$ cat src/hdl/tgni_pkg.sv
// Shared types, constants and neighbor offset tables of the toroidal grid neighbor indexer.
`timescale 1ns / 1ps

package tgni_pkg;

    // Field and register widths
    localparam int COL_W      = 16;
    localparam int ROW_W      = 8;
    localparam int IDX_W      = 16;
    localparam int SIDE_W     = 9;
    localparam int WEFF_W     = 2 * SIDE_W;
    localparam int STEP_W     = 4;
    localparam int MODE_W     = 2;
    localparam int CFG_IDX_W  = 2;
    localparam int CFG_DATA_W = 9;

    // Default grid side limit
    localparam int DEFAULT_MAX_SIDE = 256;

    // Queue between front and back
    localparam int QUEUE_DEPTH = 2;
    localparam int QPTR_W      = (QUEUE_DEPTH > 1) ? $clog2(QUEUE_DEPTH) : 1;
    localparam int QCNT_W      = $clog2(QUEUE_DEPTH + 1);

    // Neighborhood mode codes
    localparam logic [MODE_W-1:0] MODE_MOORE = 2'd0;
    localparam logic [MODE_W-1:0] MODE_VN    = 2'd1;
    localparam logic [MODE_W-1:0] MODE_RING  = 2'd2;

    // Configuration register indexes
    localparam logic [CFG_IDX_W-1:0] REG_MODE   = 2'd0;
    localparam logic [CFG_IDX_W-1:0] REG_WIDTH  = 2'd1;
    localparam logic [CFG_IDX_W-1:0] REG_HEIGHT = 2'd2;

    typedef enum logic [1:0] {
        HOOD_MOORE,
        HOOD_VN,
        HOOD_RING
    } hood_t;

    typedef enum logic [1:0] {
        OFS_ZERO,
        OFS_PLUS,
        OFS_MINUS
    } ofs_t;

    typedef struct packed {
        ofs_t dc;
        ofs_t dr;
    } offset_t;

    // One classified request waiting for the back end
    typedef struct packed {
        logic [COL_W-1:0]  col;
        logic [ROW_W-1:0]  row;
        logic [WEFF_W-1:0] w_eff;
        logic [SIDE_W-1:0] h_eff;
        hood_t             hood;
        logic              bad;
    } job_t;

    // Step number of the final result of a run
    function automatic logic [STEP_W-1:0] hood_last_step(input hood_t hood);
        logic [STEP_W-1:0] last;
        unique case (hood)
            HOOD_VN:   last = 4'd4;
            HOOD_RING: last = 4'd2;
            default:   last = 4'd8;
        endcase
        return last;
    endfunction

    // Column and row offset of step k of a neighborhood
    function automatic offset_t hood_offset(input hood_t hood, input logic [STEP_W-1:0] k);
        offset_t ofs;
        ofs = '{dc: OFS_ZERO, dr: OFS_ZERO};
        unique case (hood)
            HOOD_VN: begin
                case (k)
                    4'd1:    ofs = '{dc: OFS_ZERO,  dr: OFS_PLUS};
                    4'd2:    ofs = '{dc: OFS_PLUS,  dr: OFS_ZERO};
                    4'd3:    ofs = '{dc: OFS_ZERO,  dr: OFS_MINUS};
                    4'd4:    ofs = '{dc: OFS_MINUS, dr: OFS_ZERO};
                    default: ofs = '{dc: OFS_ZERO,  dr: OFS_ZERO};
                endcase
            end
            HOOD_RING: begin
                case (k)
                    4'd0:    ofs = '{dc: OFS_MINUS, dr: OFS_ZERO};
                    4'd2:    ofs = '{dc: OFS_PLUS,  dr: OFS_ZERO};
                    default: ofs = '{dc: OFS_ZERO,  dr: OFS_ZERO};
                endcase
            end
            default: begin
                case (k)
                    4'd1:    ofs = '{dc: OFS_ZERO,  dr: OFS_PLUS};
                    4'd2:    ofs = '{dc: OFS_PLUS,  dr: OFS_PLUS};
                    4'd3:    ofs = '{dc: OFS_PLUS,  dr: OFS_ZERO};
                    4'd4:    ofs = '{dc: OFS_PLUS,  dr: OFS_MINUS};
                    4'd5:    ofs = '{dc: OFS_ZERO,  dr: OFS_MINUS};
                    4'd6:    ofs = '{dc: OFS_MINUS, dr: OFS_MINUS};
                    4'd7:    ofs = '{dc: OFS_MINUS, dr: OFS_ZERO};
                    4'd8:    ofs = '{dc: OFS_MINUS, dr: OFS_PLUS};
                    default: ofs = '{dc: OFS_ZERO,  dr: OFS_ZERO};
                endcase
            end
        endcase
        return ofs;
    endfunction

endpackage

$ cat src/hdl/tgni_front.sv
// Front end: configuration registers, grid size clamping and request classification.
`timescale 1ns / 1ps

module tgni_front
    import tgni_pkg::*;
#(
    parameter int MAX_SIDE = DEFAULT_MAX_SIDE
) (
    input  logic                  aclk,
    input  logic                  aresetn,
    input  logic                  cfg_wr_en,
    input  logic [CFG_IDX_W-1:0]  cfg_index,
    input  logic [CFG_DATA_W-1:0] cfg_wdata,
    input  logic                  s_valid,
    output logic                  s_ready,
    input  logic [COL_W-1:0]      s_col_pos,
    input  logic [ROW_W-1:0]      s_row_pos,
    input  logic                  q_full,
    output logic                  q_push,
    output job_t                  q_job
);

    localparam logic [SIDE_W-1:0] SIDE_CAP = SIDE_W'(MAX_SIDE);

    logic [MODE_W-1:0] mode_reg,   mode_next;
    logic [SIDE_W-1:0] width_reg,  width_next;
    logic [SIDE_W-1:0] height_reg, height_next;

    logic [SIDE_W-1:0] w_side;
    logic [SIDE_W-1:0] h_side;
    logic [WEFF_W-1:0] area;
    hood_t             hood;

    // Register writes; unknown indexes are dropped
    always_comb begin
        mode_next   = mode_reg;
        width_next  = width_reg;
        height_next = height_reg;
        if (cfg_wr_en) begin
            unique case (cfg_index)
                REG_MODE:   mode_next   = cfg_wdata[MODE_W-1:0];
                REG_WIDTH:  width_next  = cfg_wdata[SIDE_W-1:0];
                REG_HEIGHT: height_next = cfg_wdata[SIDE_W-1:0];
                default: ;
            endcase
        end
    end

    always_ff @(posedge aclk) begin
        if (!aresetn) begin
            mode_reg   <= MODE_MOORE;
            width_reg  <= SIDE_W'(1);
            height_reg <= SIDE_W'(1);
        end else begin
            mode_reg   <= mode_next;
            width_reg  <= width_next;
            height_reg <= height_next;
        end
    end

    // Zero acts as one, anything above the limit as the limit
    always_comb begin
        if (width_reg == '0)                 w_side = SIDE_W'(1);
        else if (int'(width_reg) > MAX_SIDE) w_side = SIDE_CAP;
        else                                 w_side = width_reg;
        if (height_reg == '0)                 h_side = SIDE_W'(1);
        else if (int'(height_reg) > MAX_SIDE) h_side = SIDE_CAP;
        else                                  h_side = height_reg;
    end

    assign area = WEFF_W'(w_side) * WEFF_W'(h_side);

    // Mode decode; the unused code runs as Moore
    always_comb begin
        unique case (mode_reg)
            MODE_VN:   hood = HOOD_VN;
            MODE_RING: hood = HOOD_RING;
            default:   hood = HOOD_MOORE;
        endcase
    end

    // Ring mode flattens the grid into one row
    always_comb begin
        q_job.col  = s_col_pos;
        q_job.row  = s_row_pos;
        q_job.hood = hood;
        if (hood == HOOD_RING) begin
            q_job.w_eff = area;
            q_job.h_eff = SIDE_W'(1);
        end else begin
            q_job.w_eff = WEFF_W'(w_side);
            q_job.h_eff = h_side;
        end
        q_job.bad = (WEFF_W'(s_col_pos) >= q_job.w_eff) ||
                    (SIDE_W'(s_row_pos) >= q_job.h_eff);
    end

    assign s_ready = !q_full;
    assign q_push  = s_valid && s_ready;

endmodule

$ cat src/hdl/tgni_queue.sv
// Short request queue between the front end and the back end.
`timescale 1ns / 1ps

module tgni_queue
    import tgni_pkg::*;
(
    input  logic aclk,
    input  logic aresetn,
    input  logic push,
    input  job_t push_job,
    output logic full,
    input  logic pop,
    output logic head_valid,
    output job_t head_job
);

    job_t              entry_reg [QUEUE_DEPTH];
    logic [QPTR_W-1:0] wr_ptr_reg, wr_ptr_next;
    logic [QPTR_W-1:0] rd_ptr_reg, rd_ptr_next;
    logic [QCNT_W-1:0] count_reg,  count_next;

    function automatic logic [QPTR_W-1:0] ptr_inc(input logic [QPTR_W-1:0] p);
        return (p == QPTR_W'(QUEUE_DEPTH - 1)) ? '0 : p + QPTR_W'(1);
    endfunction

    assign full       = (count_reg == QCNT_W'(QUEUE_DEPTH));
    assign head_valid = (count_reg != '0);
    assign head_job   = entry_reg[rd_ptr_reg];

    // Pointer and fill count update
    always_comb begin
        wr_ptr_next = push ? ptr_inc(wr_ptr_reg) : wr_ptr_reg;
        rd_ptr_next = pop  ? ptr_inc(rd_ptr_reg) : rd_ptr_reg;
        count_next  = count_reg;
        if (push && !pop)      count_next = count_reg + QCNT_W'(1);
        else if (pop && !push) count_next = count_reg - QCNT_W'(1);
    end

    always_ff @(posedge aclk) begin
        if (!aresetn) begin
            wr_ptr_reg <= '0;
            rd_ptr_reg <= '0;
            count_reg  <= '0;
        end else begin
            wr_ptr_reg <= wr_ptr_next;
            rd_ptr_reg <= rd_ptr_next;
            count_reg  <= count_next;
        end
    end

    // Entry storage
    always_ff @(posedge aclk) begin
        if (push) begin
            entry_reg[wr_ptr_reg] <= push_job;
        end
    end

endmodule

$ cat src/hdl/tgni_back.sv
// Back end: walks the head request's neighborhood, one result per cycle unless stalled.
`timescale 1ns / 1ps

module tgni_back
    import tgni_pkg::*;
(
    input  logic             aclk,
    input  logic             aresetn,
    input  logic             head_valid,
    input  job_t             head_job,
    output logic             pop,
    output logic             m_valid,
    input  logic             m_ready,
    output logic [IDX_W-1:0] m_neighbor_index,
    output logic [COL_W-1:0] m_neighbor_col,
    output logic [ROW_W-1:0] m_neighbor_row,
    output logic             m_last_neighbor,
    output logic             m_bad_position
);

    logic [STEP_W-1:0] step_reg, step_next;
    logic              valid_reg, valid_next;
    logic [IDX_W-1:0]  index_reg;
    logic [COL_W-1:0]  col_reg;
    logic [ROW_W-1:0]  row_reg;
    logic              last_reg;
    logic              bad_reg;

    offset_t           ofs;
    logic [STEP_W-1:0] last_step;
    logic              run_end;
    logic              advance;
    logic [WEFF_W-1:0] c_wrap;
    logic [WEFF_W-1:0] r_wrap;
    logic [WEFF_W-1:0] row_base;
    logic [WEFF_W-1:0] idx_sum;

    // Step one coordinate with wrap at both edges
    function automatic logic [WEFF_W-1:0] wrap_axis(input logic [WEFF_W-1:0] pos,
                                                    input ofs_t d,
                                                    input logic [WEFF_W-1:0] size);
        logic [WEFF_W-1:0] res;
        case (d)
            OFS_MINUS: res = (pos == '0) ? size - WEFF_W'(1) : pos - WEFF_W'(1);
            OFS_PLUS:  res = (pos + WEFF_W'(1) >= size) ? '0 : pos + WEFF_W'(1);
            default:   res = pos;
        endcase
        return res;
    endfunction

    assign ofs       = hood_offset(head_job.hood, step_reg);
    assign last_step = hood_last_step(head_job.hood);
    assign run_end   = head_job.bad || (step_reg == last_step);

    // Output register takes a new result whenever it is empty or being drained
    assign advance = head_valid && (!valid_reg || m_ready);
    assign pop     = advance && run_end;

    // Neighbor position; in ring mode the row is always zero
    assign c_wrap   = wrap_axis(WEFF_W'(head_job.col), ofs.dc, head_job.w_eff);
    assign r_wrap   = wrap_axis(WEFF_W'(head_job.row), ofs.dr, WEFF_W'(head_job.h_eff));
    assign row_base = WEFF_W'(r_wrap[SIDE_W-1:0]) * WEFF_W'(head_job.w_eff[SIDE_W-1:0]);
    assign idx_sum  = row_base + c_wrap;

    // Step counter and output valid
    always_comb begin
        step_next  = step_reg;
        valid_next = valid_reg;
        if (advance) begin
            step_next  = run_end ? '0 : step_reg + STEP_W'(1);
            valid_next = 1'b1;
        end else if (m_ready) begin
            valid_next = 1'b0;
        end
    end

    always_ff @(posedge aclk) begin
        if (!aresetn) begin
            step_reg  <= '0;
            valid_reg <= 1'b0;
        end else begin
            step_reg  <= step_next;
            valid_reg <= valid_next;
        end
    end

    // Result payload; an out-of-grid position gives a single zeroed result
    always_ff @(posedge aclk) begin
        if (advance) begin
            if (head_job.bad) begin
                index_reg <= '0;
                col_reg   <= '0;
                row_reg   <= '0;
            end else begin
                index_reg <= idx_sum[IDX_W-1:0];
                col_reg   <= c_wrap[COL_W-1:0];
                row_reg   <= r_wrap[ROW_W-1:0];
            end
            last_reg <= run_end;
            bad_reg  <= head_job.bad;
        end
    end

    assign m_valid          = valid_reg;
    assign m_neighbor_index = index_reg;
    assign m_neighbor_col   = col_reg;
    assign m_neighbor_row   = row_reg;
    assign m_last_neighbor  = last_reg;
    assign m_bad_position   = bad_reg;

    // Step never runs past the end of the head request's neighborhood
    a_step_in_range: assert property (@(posedge aclk) disable iff (!aresetn)
        head_valid |-> (step_reg <= last_step))
        else $error("step counter beyond neighborhood size");

    // An out-of-grid request is handled in its first step
    a_bad_first_step: assert property (@(posedge aclk) disable iff (!aresetn)
        (head_valid && head_job.bad) |-> (step_reg == '0))
        else $error("bad position request reached a later step");

    // Error result always closes its run with zeroed index and column
    a_bad_is_last: assert property (@(posedge aclk) disable iff (!aresetn)
        (valid_reg && bad_reg) |-> (last_reg && index_reg == '0 && col_reg == '0))
        else $error("bad position result not final or not zeroed");

endmodule

$ cat src/hdl/toroidal_grid_neighbor_indexer_core.sv
// Top level of the toroidal grid neighbor indexer.
`timescale 1ns / 1ps

// Each accepted cell position produces its neighborhood as a burst of results, one per
// cycle while m_ready does not stall the output: 9 for Moore (mode 0 and the unused
// mode 3), 5 for von Neumann, 3 for ring, and a single flagged result when the position
// lies outside the grid. The result rate is set by the back-end sequencer, which emits
// one neighbor per cycle through its output register. The first result of an item is
// held in a queue entry and then in the output register. A two-entry queue between the
// classifying front end and the sequencer lets new positions be accepted while a burst is
// still in progress or stalled. Grid sides of zero act as one and sides above MAX_SIDE act
// as MAX_SIDE; in ring mode the grid is one row of width times height cells and row_pos
// must be zero. Configuration writes take effect on the next cycle and are to be made only
// with no request in flight.
module toroidal_grid_neighbor_indexer_core
    import tgni_pkg::*;
#(
    parameter int MAX_SIDE = DEFAULT_MAX_SIDE
) (
    input  logic                  aclk,
    input  logic                  aresetn,
    input  logic                  cfg_wr_en,
    input  logic [CFG_IDX_W-1:0]  cfg_index,
    input  logic [CFG_DATA_W-1:0] cfg_wdata,
    input  logic                  s_valid,
    output logic                  s_ready,
    input  logic [COL_W-1:0]      s_col_pos,
    input  logic [ROW_W-1:0]      s_row_pos,
    output logic                  m_valid,
    input  logic                  m_ready,
    output logic [IDX_W-1:0]      m_neighbor_index,
    output logic [COL_W-1:0]      m_neighbor_col,
    output logic [ROW_W-1:0]      m_neighbor_row,
    output logic                  m_last_neighbor,
    output logic                  m_bad_position
);

    logic q_full;
    logic q_push;
    job_t q_job;
    logic q_pop;
    logic q_head_valid;
    job_t q_head_job;

    // Classification and configuration
    tgni_front #(
        .MAX_SIDE (MAX_SIDE)
    ) u_front (
        .aclk      (aclk),
        .aresetn   (aresetn),
        .cfg_wr_en (cfg_wr_en),
        .cfg_index (cfg_index),
        .cfg_wdata (cfg_wdata),
        .s_valid   (s_valid),
        .s_ready   (s_ready),
        .s_col_pos (s_col_pos),
        .s_row_pos (s_row_pos),
        .q_full    (q_full),
        .q_push    (q_push),
        .q_job     (q_job)
    );

    // Request queue
    tgni_queue u_queue (
        .aclk       (aclk),
        .aresetn    (aresetn),
        .push       (q_push),
        .push_job   (q_job),
        .full       (q_full),
        .pop        (q_pop),
        .head_valid (q_head_valid),
        .head_job   (q_head_job)
    );

    // Neighbor sequencer and output register
    tgni_back u_back (
        .aclk             (aclk),
        .aresetn          (aresetn),
        .head_valid       (q_head_valid),
        .head_job         (q_head_job),
        .pop              (q_pop),
        .m_valid          (m_valid),
        .m_ready          (m_ready),
        .m_neighbor_index (m_neighbor_index),
        .m_neighbor_col   (m_neighbor_col),
        .m_neighbor_row   (m_neighbor_row),
        .m_last_neighbor  (m_last_neighbor),
        .m_bad_position   (m_bad_position)
    );

endmodule

$ cat config.mk
export PLATFORM = sky130hd
export DESIGN_NAME = toroidal_grid_neighbor_indexer_core
export DESIGN_NICKNAME = d
export VERILOG_FILES = /design/src/hdl/tgni_pkg.sv /design/src/hdl/tgni_front.sv /design/src/hdl/tgni_queue.sv /design/src/hdl/tgni_back.sv /design/src/hdl/toroidal_grid_neighbor_indexer_core.sv
export SDC_FILE = /design/constraint.sdc
export NUM_CORES = 1
export LEC_CHECK = 0
export BUFFER_PORTS_ARGS = -buffer_cell sky130_fd_sc_hd__buf_2
export CAP_MARGIN = 30
export CELL_PAD_IN_SITES_DETAIL_PLACEMENT = 0
export CELL_PAD_IN_SITES_GLOBAL_PLACEMENT = 1
export CORE_MARGIN = 4
export CORE_UTILIZATION = 30
export DETAILED_ROUTE_END_ITERATION = 7
export HOLD_SLACK_MARGIN = 0.15
export PLACE_DENSITY_LB_ADDON = 0.05
export SLEW_MARGIN = 20
export SYNTH_ARGS = -nofsm -noshare
export SYNTH_HDL_FRONTEND = slang
export SYNTH_HIERARCHICAL = 1
export SYNTH_SLANG_ARGS = --single-unit
$ cat constraint.sdc
create_clock -name aclk -period 9.3 [get_ports aclk]
set_clock_uncertainty 0.15 [all_clocks]
set_input_delay 1.86 -clock aclk [delete_from_list [all_inputs] [get_ports aclk]]
set_output_delay 1.86 -clock aclk [all_outputs]
set_load 0.005 [all_outputs]
==> results of run 1 <==
[layout make-up]
class | instances | area, um^2 | share of cell area
Clock buffer | 18 | 439.2 | 0.02407
Clock inverter | 14 | 158.9 | 0.008710
Inverter | 231 | 867.1 | 0.04753
Multi-Input combinational cell | 1219 | 10030 | 0.5500
Sequential cell | 184 | 5186 | 0.2843
Tap cell | 696 | 870.8 | 0.04773
Timing Repair Buffer | 119 | 686.9 | 0.03765
[cells in the mapped netlist (30+ instances only)]
cell type / count / area share
o21ai_0: 58 / 0.018
mux2i_1: 30 / 0.018
a21oi_1: 61 / 0.018
mux2_2: 55 / 0.037
dfxtp_1: 34 / 0.041
ha_1: 145 / 0.11
nor2_1: 138 / 0.031
nand2_1: 150 / 0.034
edfxtp_1: 150 / 0.27
xnor2_1: 40 / 0.021
and2_1: 52 / 0.020
inv_1: 231 / 0.052
nor2b_1: 52 / 0.020
clkbuf_1: 58 / 0.013
fa_1: 110 / 0.13
[cell usage in the layout, fill, tap and decap left out, drive strengths merged, types with 15 or more instances in the layout]
| cell | n |
|---|---|
| buf | 119 |
| or3 | 17 |
| fa | 110 |
| nand2b | 28 |
| mux2 | 55 |
| xnor2 | 40 |
| and2 | 53 |
| o21a | 15 |
| o21ai | 61 |
| nor3 | 29 |
| edfxtp | 150 |
| clkbuf | 18 |
| xor2 | 21 |
| dfxtp | 34 |
| inv | 237 |
| a21oi | 62 |
| nor2 | 138 |
| mux2i | 30 |
| nand3 | 29 |
| nor2b | 52 |
| ha | 145 |
| nand2 | 150 |
[worst max-delay path: cells and delay by family (launching register included)]
family          cells  cell delay [ns]
flops               1             0.44
xor+xnor            1             0.15
fa+ha+maj           8             3.14
simple gates       10             2.05
mux                 1             0.43
compound gates      6             1.77
buf+inv             3             0.35
[kinds of logic after synthesis]
logic type	share of synthesized area
compound gates	0.09802
mux	0.05546
flops	0.3127
simple gates	0.1744
xor+xnor	0.03358
buf+inv	0.08361
fa+ha+maj	0.2422
[layer usage]
layer	vias up	GRT usage	wire, um
met5	-	0	0
met4	0	0.03887	722
met3	34	0.02814	1361
met2	155	0.2792	23160
met1	5900	0.2237	23190
li1	5922	-	-
[per-stage QoR]
| step | utilization | worst slack, ns | instance area, um^2 | cells |
|---|---|---|---|---|
| 6_report | 0.3364 | 0.5522 | 18240 | 2481 |
| 5_1_grt | 0.3364 | 0.01674 | 18240 | 2481 |
| 4_1_cts | 0.3359 | 0.4526 | 18220 | 2480 |
| 3_5_place_dp | 0.3249 | 0.5071 | 17620 | 2448 |
| 3_3_place_gp | 0.3248 | 0.5126 | 17610 | 2447 |
| 2_1_floorplan | - | 0.4467 | 16580 | 1732 |
[timing repair]
item	CTS	global route
buffers inserted	0	0
hold endpoints to repair	0	0
endpoints found under the setup margin	0	1
gates resized for setup	0	4
hold buffers	0	0
[final timing paths]
path	from	end	cells after the start
max	register	u_back/m_neighbor_index[15]	29
min	u_front/height_reg[0]	u_front/height_reg[0]	2
max reg2reg	register	u_back/m_neighbor_index[15]	29
min reg2reg	u_front/height_reg[0]	u_front/height_reg[0]	2
==> impl_metrics.ini, run 1 <==
[finish]
synthToLayoutAreaGrowth_pct = 10.03
diodes = 0
nFillCells = 5660
drive_above_1_share = 0.1328
nets = 2067
largest_reg_flops = 108

[synth]
async_flop_share = 0
ys_warn_count = 6
netlist_area_mm2 = 0.01658
synth_edf_count = 150
syn_area_per_cell_um2 = 9.573
ys.flop_type = edfxtp_1
synth.net_count = 2027
ys_types = 79
ys_ff_latch = 184
postSynthCellCount = 1732
yosysSeqAreaShare = 0.3127

[clocking]
clk_pin_slew_worst_paths_ns = 0.08
clkLatencyLatePin_ns = 0.49
root_buffer = clkbuf_16
cts_buffers = 17
cts_sinks = 184
cts_buffer_depth = 2
htree_levels = 4
cts_tree = yes

[global_route]
grt_pass1_wl_um = 75130
grt_usage = 0.1659
grt_max_degree = 56
grt_pass1_vias = 12190
antenna_found_initial = 0
overflow = 0

[floorplanning]
rows = 85
die_w_um = 243.1
io_pins = 84
fp.coreArea_mm2 = 0.05424
dieArea_mm2 = 0.05910
die_y_um = 243.1
start_util = 0.3057

[critical_path]
arrival_ns = 8.82
ff2ff_setup_slack_ns = 0.55
cp-end-kind = register
worst-endpoint-required_ns = 9.37
critPathMaxFanout = 8
cpMaxStageDelayCell = o22ai_1
critPathMaxStageDelay_ns = 0.64
crit_type = register to register
cp-start-kind = register

[min_path]
worstHoldPathType = register to register

[timing]
final_hold_viol_count = 0
slew_viol_final = 0
whs_ns = 0.3316
worstMarginPinSlew_ns = 0.8825
setup_violations = 0
fin_setup_tns_ns = 0
layout_worst_path_cycle_share = 0.9406
max_clock_freq_mhz = 114.3
slew_headroom = 0.4108
rsz0062_at_grt = false
fin_crit_ns = 8.748

[place]
portBuffers = 83
dp_hpwl_um = 38530
gp_congestion = 0.8043

[detailed_routing]
route.detailed.drc = 0
first_pass_iters = 5
drt-vias-per-instance = 4.841
drtIter0Drc = 563
num_vias = 12010
routed_wl_um = 48430
ant_nets = 0
wl_per_cell_um = 19.52

[run_status]
status = completed

[flow_run]
max-cap-violations = 0
Power of run 1 is not shown: default switching activity piles up to over one toggle a cycle in this logic, so the estimate is an artifact.
==> run 2, diff against run 1 <==
--- a/config.mk
+++ b/config.mk
@@ -9,11 +9,13 @@
 export CAP_MARGIN = 30
 export CELL_PAD_IN_SITES_DETAIL_PLACEMENT = 0
 export CELL_PAD_IN_SITES_GLOBAL_PLACEMENT = 1
+export CORE_ASPECT_RATIO = 1.2
 export CORE_MARGIN = 4
 export CORE_UTILIZATION = 30
 export DETAILED_ROUTE_END_ITERATION = 7
 export HOLD_SLACK_MARGIN = 0.15
-export PLACE_DENSITY_LB_ADDON = 0.05
+export PLACE_DENSITY = 0.6
+export SKIP_CTS_REPAIR_TIMING = 1
 export SLEW_MARGIN = 20
 export SYNTH_ARGS = -nofsm -noshare
 export SYNTH_HDL_FRONTEND = slang
==> run 2 against run 1 <==
Compared with the run above:
- wire length is 6.2% lower
- global-route usage down 1.1 points
- register-to-register slack better by 0.02 ns
- maximum frequency increased by 0.28%
- sequential share of layout area about the same
- cell count rose by 0.85%
- highest routed layer is now met5
==> impl_metrics.ini, run 2 (synthesized netlist as in run 1, its figures left out) <==
[run_status]
status = completed

[detailed_routing]
first_pass_iters = 7
drtIter0Drc = 691
num_vias = 12120
routed_wl_um = 45420
wl_per_cell_um = 18.15
ant_nets = 0
route.detailed.drc = 0
drt-vias-per-instance = 4.844

[timing]
slew_headroom = 0.4146
fin_setup_tns_ns = 0
worstMarginPinSlew_ns = 0.8770
max_clock_freq_mhz = 114.6
slew_viol_final = 0
fin_crit_ns = 8.723
layout_worst_path_cycle_share = 0.9380
rsz0062_at_grt = false
final_hold_viol_count = 0
setup_violations = 0

[clocking]
clkLatencyLatePin_ns = 0.47
cts_buffers = 17
clk_pin_slew_worst_paths_ns = 0.07
htree_levels = 4
cts_tree = yes
cts_sinks = 184
root_buffer = clkbuf_16
cts_buffer_depth = 2

[critical_path]
r2r_end = u_back/m_neighbor_index[15]
worst-endpoint-required_ns = 9.36
cp.depth = 31
ff2ff_setup_slack_ns = 0.58
cp_common_cell = fa_1
crit_type = register to register
path_buf_inv = 5
cp-start-kind = register
critPathMaxStageDelay_ns = 0.57
arrival_ns = 8.78
critPathMaxFanout = 10
cpMaxStageDelayCell = fa_1
reg2reg_depth = 31
crit_family = adder cells
cp-end-kind = register

[place]
dp_cells = 2469
dp_hpwl_um = 36230
portBuffers = 83
gp_congestion = 0.8872

[global_route]
overflow = 0
met2_usage = 0.2708
grt_pass1_wl_um = 71860
grt_max_degree = 56
grt_pass1_vias = 12650
grt_usage = 0.1549
grt_use_met3 = 0.02770
grt_busiest_layer = met2
antenna_found_initial = 5
met1_usage = 0.1889

[floorplanning]
rows = 94
io_pins = 84
die_w_um = 222.6
start_util = 0.3025
dieArea_mm2 = 0.05911
die_y_um = 265.5
fp.coreArea_mm2 = 0.05481

[finish]
drive_above_1_share = 0.1308
nets = 2063
fin_util = 0.3327
largest_reg_flops = 108
synthToLayoutAreaGrowth_pct = 9.983
fin_cells = 2502
final_common_cell = inv_1
final_cell_mix = inv_1, nand2_1, edfxtp_1

[min_path]
holdPathStages = 2
hp-start = u_front/width_reg[0]
worstHoldPathType = register to register
holdPathEnd = u_front/width_reg[0]

[flow_run]
max-cap-violations = 0
run 2: worst max path at each step:
stage	startpoint	endpoint	slack [ns]
CTS	register	u_back/m_neighbor_index[15]	0.18
global placement	register	u_back/m_neighbor_index[15]	0.38
finish	register	u_back/m_neighbor_index[15]	0.58
detailed placement	register	u_back/m_neighbor_index[15]	0.23
floorplan	register	u_back/m_neighbor_index[15]	0.45
global route	register	u_back/m_neighbor_index[15]	0.13
run 2: cell type report:
class | count | area (um^2)
clock buffer | 18 | 429.2
tap | 720 | 900.9
antenna | 1 | 2.502
clock inverter | 14 | 156.4
inverter | 231 | 867.1
multi-input combinational | 1219 | 10040
sequential | 184 | 5186
fill | 5729 | 36570
timing repair buffer | 115 | 653.1
run 2: metrics by stage:
step | instance area, um^2 | setup slack [ns] | hold WS [ns]
2_1_floorplan | 16580 | 0.4467 | 0.2954
3_3_place_gp | 17620 | 0.3848 | 0.3190
3_5_place_dp | 17630 | 0.2305 | 0.3275
4_1_cts | 18210 | 0.1825 | 0.3466
5_1_grt | 18230 | 0.1319 | 0.3813
6_report | 18240 | 0.5769 | 0.3394
run 2: worst register-to-register path: cells and delay by family (launching register included):
family | cells | cell delay [ns]
AO/OA/AOI/OAI | 6 | 1.19
adder cells (fa/ha/maj) | 8 | 3.34
buffers and inverters | 5 | 0.47
flip-flops | 1 | 0.47
multiplexers | 2 | 0.64
AND/OR/NAND/NOR | 10 | 2.21
run 2: routing by layer:
layer | part of all wire | up-vias
met5 | 0.0012 | -
met4 | 0.036 | 8
met3 | 0.037 | 71
met2 | 0.49 | 246
met1 | 0.43 | 5884
li1 | - | 5910
Power of run 2 is left out for the same reason.
==> run 3, diff against run 2 <==
--- a/config.mk
+++ b/config.mk
@@ -5,7 +5,6 @@
 export SDC_FILE = /design/constraint.sdc
 export NUM_CORES = 1
 export LEC_CHECK = 0
-export BUFFER_PORTS_ARGS = -buffer_cell sky130_fd_sc_hd__buf_2
 export CAP_MARGIN = 30
 export CELL_PAD_IN_SITES_DETAIL_PLACEMENT = 0
 export CELL_PAD_IN_SITES_GLOBAL_PLACEMENT = 1
@@ -13,8 +12,9 @@
 export CORE_MARGIN = 4
 export CORE_UTILIZATION = 30
 export DETAILED_ROUTE_END_ITERATION = 7
+export DONT_BUFFER_PORTS = 1
 export HOLD_SLACK_MARGIN = 0.15
-export PLACE_DENSITY = 0.6
+export PLACE_DENSITY = 0.58
 export SKIP_CTS_REPAIR_TIMING = 1
 export SLEW_MARGIN = 20
 export SYNTH_ARGS = -nofsm -noshare
==> run 3 against run 2 <==
Compared with the run above:
- register-to-register slack got worse by 0.07 ns
- die area unchanged
- via count decreased by 2.6%
- critical path type unchanged
==> impl_metrics.ini, run 3 (synthesized netlist as in run 1, its figures left out) <==
[critical_path]
path_buf_inv = 5
cpMaxStageDelayCell = fa_1
worst-endpoint-required_ns = 9.35
crit_family = adder cells
arrival_ns = 8.85
cp-end-kind = register
critPathMaxStageDelay_ns = 0.56
cp_common_cell = fa_1
cp-start-kind = register
crit_type = register to register
critPathMaxFanout = 16

[timing]
max_clock_freq_mhz = 113.7
setup_violations = 0
worstMarginPinSlew_ns = 0.8967
final_hold_viol_count = 0
fin_setup_tns_ns = 0
slew_viol_final = 0
fin_ws_ns = 0.5075
slew_headroom = 0.4014
layout_worst_path_cycle_share = 0.9454
fin_crit_ns = 8.793
rsz0062_at_grt = false

[finish]
nets = 1971
final_cell_mix = inv_1, nand2_1, edfxtp_1
final_common_cell = inv_1
drive_above_1_share = 0.08407
multi_input_area_mm2 = 0.01006
synthToLayoutAreaGrowth_pct = 7.123
fin_area_mm2 = 0.01776
largest_reg_flops = 108
regArea_mm2 = 0.005186
nFillCells = 5741

[place]
dp_hpwl_um = 36130
gp_congestion = 0.8722
dpl_cell_area_mm2 = 0.01714
post-place-ws_ns = 0.1484
portBuffers = 0

[floorplanning]
dieArea_mm2 = 0.05911
fp.coreArea_mm2 = 0.05481
io_pins = 84
die_w_um = 222.6
rows = 94
start_util = 0.3025
die_y_um = 265.5

[flow_run]
max-cap-violations = 0

[global_route]
grt_usage = 0.1547
antenna_found_initial = 0
grt_pass1_wl_um = 71150
overflow = 0
grt_max_degree = 56
grt_pass1_vias = 12030

[clocking]
cts_sinks = 184
cts_tree = yes
clkLatencyLatePin_ns = 0.47
htree_levels = 4
cts_buffer_depth = 2
root_buffer = clkbuf_16
clk_pin_slew_worst_paths_ns = 0.07
cts_buffers = 17

[detailed_routing]
route.detailed.drc = 0
num_vias = 11810
ant_nets = 0
drtIter0Drc = 511
drt-vias-per-instance = 4.899
routed_wl_um = 45440
first_pass_iters = 6
wl_per_cell_um = 18.85

[run_status]
status = completed

[min_path]
worstHoldPathType = register to register
[run 3: changes by cell type in the layout (fill, tap and decap cells not counted), sizes merged]
cell / delta
inv: -2
buf: -92
clkinvlp: +1
clkinv: +1
[run 3: area by class of cell]
type,count,share of cell area
Clock buffer,18,0.02416
Tap cell,720,0.05072
Timing Repair Buffer,23,0.01000
Clock inverter,14,0.007960
Antenna cell,1,0.0001409
Sequential cell,184,0.2920
Multi-Input combinational cell,1219,0.5662
Inverter,231,0.04882
[run 3: path summary, 6_finish.rpt]
kind                    startpoint                          end  slack (ns)  cells past startpoint
max                       register  u_back/m_neighbor_index[15]        0.51                     31
min          u_front/height_reg[0]        u_front/height_reg[0]        0.35                      2
max reg2reg               register  u_back/m_neighbor_index[15]        0.51                     31
min reg2reg  u_front/height_reg[0]        u_front/height_reg[0]        0.35                      2
[run 3: per-stage QoR]
step	cells	utilization	hold WS, ns
finish	2410	0.3241	0.3518
global route	2409	0.3240	0.3904
CTS	2408	0.3231	0.3558
detailed placement	2376	0.3127	0.3350
global placement	2374	0.3124	0.3220
floorplan	1732	-	0.2954
[run 3: metal layers]
layer  global-route usage  share of wire  vias up
li1                     -              -     5732
met4              0.06349          0.036        0
met2               0.2690           0.50      228
met1               0.1889           0.43     5783
met5                    0              0        -
met3              0.02925          0.037       63
[run 3: worst reg2reg max path, delay by kind of cell, from the launching register on]
kind	cells	cell delay [ns]
buf+inv	5	0.61
mux	2	0.71
simple gates	11	2.48
compound gates	6	1.18
flops	1	0.36
fa+ha+maj	7	3.03
Power of run 3 is left out for the same reason.
